### src/hdl/imm_ram.sv
// ----------------------------------------------------------------------------
// imm_ram
// Generic single write port, single read port RAM with registered read data.
// ----------------------------------------------------------------------------
module imm_ram #(
  parameter int WIDTH = 32,
  parameter int DEPTH = 64
) (
  input  logic                     clk,
  input  logic                     wr_en,
  input  logic [$clog2(DEPTH)-1:0] wr_addr,
  input  logic [WIDTH-1:0]         wr_data,
  input  logic [$clog2(DEPTH)-1:0] rd_addr,
  output logic [WIDTH-1:0]         rd_data
);

  logic [WIDTH-1:0] mem [DEPTH];

  always_ff @(posedge clk) begin
    if (wr_en) begin
      mem[wr_addr] <= wr_data;
    end
    rd_data <= mem[rd_addr];
  end

endmodule

### config.mk
export PLATFORM = sky130hd
export DESIGN_NAME = imm_ram
export DESIGN_NICKNAME = d
export VERILOG_FILES = /design/src/hdl/imm_ram.sv
export SDC_FILE = /design/constraint.sdc
export NUM_CORES = 2
export LEC_CHECK = 0
export ABC_AREA = 0
export BUFFER_PORTS_ARGS = -buffer_cell sky130_fd_sc_hd__buf_4
export CORE_MARGIN = 5
export CORE_UTILIZATION = 60
export DETAILED_ROUTE_END_ITERATION = 8
export PLACE_DENSITY = 0.81
export SYNTH_ARGS = -nofsm -noshare
export SYNTH_HDL_FRONTEND = slang
export SYNTH_SLANG_ARGS = --single-unit
### constraint.sdc
create_clock -name clk -period 10.56 [get_ports clk]
set_input_delay 0.528 -clock clk [delete_from_list [all_inputs] [get_ports clk]]
set_output_delay 0.528 -clock clk [all_outputs]
set_load 0.02 [all_outputs]
# ---- Word level (Yosys, flattened, before mapping)
# Memories as Yosys holds them, arrays and structs flattened. A register that Yosys moved wholly into a read port is not among the register bits.
# Index checks and enable logic that the tools add are counted.
dict set report totals {
  reg_bits 0
  latchBits 0
  mem_bits_rw 2048
  rom_bits 0
  input_bits 46
  wordCells 3
  memories 1
}
# name words word_bits rd rd_clocked_by_memory_dff wr line_no
set mem_list {}
lappend mem_list {mem 64 32 1 1 1 17} ;# logic [WIDTH-1:0] mem [DEPTH];
dict set report op_classes {
  add_sub_neg 0
  mul 0
  div 0
  magnitude_cmp 0
  n_eq_ne 0
  shift 0
  muxes 2
  bitwise_logic 0
  n_reduce_logical 0
}
# op count
set op_table {}
lappend op_table {{1-bit two-way mux} 2}

# ---- Logic depth before layout (Yosys ltp)
dict set report logic_depth {
  depth_word 2
  depth_mapped 10
  mapped_depth_nobuf 5
}

# ---- Least setup slack after synthesis
# OpenSTA, ideal clock, no wires.
dict set report synth_path {
  kind {input-to-reg}
  start {in wr_addr[3]}
  end {mem mem[48][0] (enable)}
  setup_ns 0.461
  arrival_ns 3.227
  t_required_ns 10.099
  path_slack_ns 6.872
  path_stages 4
  n_path_buf 1
  cell_sequence {clkbuf_1 > nor2b_1 > nand4b_1 > nor3_1}
}
# item line_no
set synth_lines {}
lappend synth_lines {{start, declared} 11} ;# input logic [$clog2(DEPTH)-1:0] wr_addr,
lappend synth_lines {{end, declared} 17}
# No word-level cell before the write port.

==> results by group <==
Yosys
  • Top post-synthesis cells by count: edfxtp_1 (2048), mux4_2 (544), nor2_1 (137), mux2i_1 (93), o22ai_1 (84)
  • Post-synthesis adder-cell area fraction: 0
  • Synth top area cells: edfxtp_1 (78%), mux4_2 (16%), mux2i_1 (1.2%), dfxtp_1 (0.82%), o22ai_1 (0.67%)
  • Yosys reg bits: 2080
  • Synth Area in XOR/XNOR: 0
  • Mapped Cells: 3324
  • Number of synthesized flops with an enable pin: 2048
  • Simple-gate portion of the synthesized area: 0.0127
  • Largest family of logic cells by synthesized area: multiplexers
  • Post-synth ARST share: 0
  • Post-synthesis compound-gate area fraction: 0.0167
  • Post-Syn Area: 0.0785 mm2
  • Distinct cells, synth: 34
  • Synthesized Nets: 3370
  • Mux cell area share after synthesis: 0.168
  • Synth area leader: edfxtp_1
  • Mean Syn Cell Area: 23.6 um2
  • Ys Warns: 0
  • Register area share after synthesis: 0.791
  • Most common cell in the netlist: edfxtp_1
  • Top_reg_cell synth: edfxtp_1
  • Synth top area share: 0.783

Critical path
  • Reg2reg end: rd_data[17]$_DFF_P_
  • FF-to-FF path depth: 5
  • Worst r2r src: mem[30][17]$_DFFE_PP_
  • WP data required: 11290 ps
  • Worst setup path class: primary input to flip-flop
  • Worst-path maximum fanout: 107
  • Crit path from: rd_addr[1]
  • Critical Path End: rd_data[15]$_DFF_P_
  • CP Capture Type: flip-flop
  • Worst path arrival time: 4820 ps
  • Reg2Reg Setup Slack: 8070 ps
  • CP Launch Type: primary input

Placement
  • Port-buffer cells: 77
  • Final GP Congestion: 0.784
  • Final HPWL DP: 98900 um

STA
  • Fmax: 244 MHz
  • Slew Limit Headroom: 0.165
  • RSZ-0062 raised after global routing: false
  • Final Hold Slack: 236 ps
  • Final hold vios: 0
  • Post-route setup TNS: 0 ps
  • Fin crit period: 4090 ps
  • Final setup viols: 0
  • Final max-slew violation count: 0
  • Crit share post-route: 0.387
  • Clk_skew: 35.8 ps
  • Worst slew pin tran: 1240 ps

Global routing
  • Largest net degree at the start of global routing: 121
  • All-Layer GR Usage: 0.314
  • Congestion Overflow GR: 0
  • Initial antenna violation count: 11
  • Global-route wire length before repair: 300000 um
  • Vias in the first global route: 39900

Layout
  • Synthesis-to-finish area growth: 12.0%
  • Final Net Count: 3553
  • Share of cells above drive strength 1: 0.289

Floorplanning
  • Ports: 78
  • Die width: 372 um
  • Initial core utilization: 0.605
  • Die Y: 372 um
  • DIE AREA: 0.138 mm2
  • Core area: 0.130 mm2
  • Rows: 132

Routing
  • Post-route ant nets: 0
  • Drt first-iter violations: 6721
  • Final WL: 212000 um
  • DR DRC count: 0
  • Wire length per cell: 39.2 um
  • Via count: 39100
  • Vias/cell: 7.22
  • DR pass1 iterations: 5

CTS
  • Clock buffer depth: 3
  • Clk_lat worst skew: 840 ps
  • Clk sinks: 2080
  • Hold_buf cts: 0
  • CTS buffer count: 190
  • CTS tree: built
  • H-tree lvl count: 4
  • Post-CTS setup buffers: 0
  • Post-cts resize count: 0
  • CTS root buffer: clkbuf_16
  • Worst-path clk slew: 70 ps

Power
  • P_sw: 3.64 mW
  • Clock share of power: 0.411
  • Combinational Power Share: 0.050
  • Leakage: 27.3 nW
  • Reg power frac: 0.539
  • Switching Share: 0.213
  • Peak VDD IR: 0.000202 V
  • PwrDens: 194 mW/mm2
  • Internal: 13.4 mW

Flow run
  • Max-cap violations: 0

Status
  • Status: finished, final reports clean

Hold path
  • Min-Delay Path Class: primary input to flip-flop
[stage by stage]
stage	setup slack [ps]	util	cell area, um2	instances	power, mW
floorplan	6870	-	78500	3324	9.80
global placement	5850	0.629	81700	5057	10.2
detailed placement	5770	0.629	81700	5057	10.2
CTS	6550	0.677	87900	5405	17.1
global route	6190	0.677	87900	5405	17.5
finish	6470	0.677	87900	5412	17.0
[worst min path at each step]
stage / from / endpoint / slack [ps] / cells after the start
detailed placement: mem[59][4]$_DFFE_PP_ / rd_data[4]$_DFF_P_ / 830 / 5
floorplan: wr_data[0] / mem[0][0]$_DFFE_PP_ / 630 / 0
finish: wr_data[18] / mem[7][18]$_DFFE_PP_ / 240 / 1
global placement: mem[58][4]$_DFFE_PP_ / rd_data[4]$_DFF_P_ / 820 / 5
global route: wr_data[18] / mem[7][18]$_DFFE_PP_ / 230 / 1
CTS: wr_data[18] / mem[7][18]$_DFFE_PP_ / 190 / 1
[critical path: stages]
cell,delay (ps)
buf_8,660
buf_12,580
buf_4,840
nand2b_1,650
buf_4,420
o22ai_1,110
nor2_1,200
a21oi_1,300
nor2_1,350
[per-layer routing]
metal / global-route usage / vias to the layer above / routed length [um]
met1: 0.420 / 20300 / 69000
li1: - / 14600 / -
met3: 0.0809 / 651 / 28800
met4: 0.143 / 8 / 11400
met5: 0 / - / 51
met2: 0.496 / 3520 / 103000
[layout make-up]
| cell class | count | area (um2) |
|---|---|---|
| Timing Repair Buffer | 173 | 1380 |
| Clock buffer | 247 | 5110 |
| Antenna cell | 7 | 17.5 |
| Fill cell | 7436 | 41900 |
| Sequential cell | 2080 | 62100 |
| Multi-Input combinational cell | 1062 | 16000 |
| Tap cell | 1742 | 2180 |
| Clock inverter | 101 | 1130 |
[registers in the layout, summed over array words and instances, names as in the netlist]
name,count
mem,2048
rd_data,32
[cells by family (layout without fill, tap and decap cells)]
kind of cell,count (synthesis),after routing
buffers and inverters,182,521
other,0,7
AO/OA/AOI/OAI,202,202
flip-flops,2080,2080
multiplexers,637,637
AND/OR/NAND/NOR,223,223
[cell usage in the layout (no fill, tap or decap), types with 8 or more instances in the layout]
cell type	instances
buf_4	165
nor2_4	62
clkinv_1	34
clkinv_2	25
clkbuf_8	10
dfxtp_1	32
inv_6	8
nor2_1	74
a311oi_1	8
nand2_1	26
a21oi_1	62
a22oi_1	12
clkbuf_1	45
o22ai_1	84
mux4_2	544
mux2i_1	93
clkbuf_16	192
edfxtp_1	2048
nor2b_1	14
bufinv_16	22
o221ai_1	27
[power by group through the flow]
stage	combinational, mW	sequential (mW)	clock [mW]
after floorplan	0.444	9.35	0
after global placement	0.804	9.35	0
after detailed placement	0.825	9.35	0
after CTS	0.848	9.18	7.03
after global routing	0.890	9.18	7.43
final	0.857	9.18	7.00
Power figures use the tool's default switching activity.
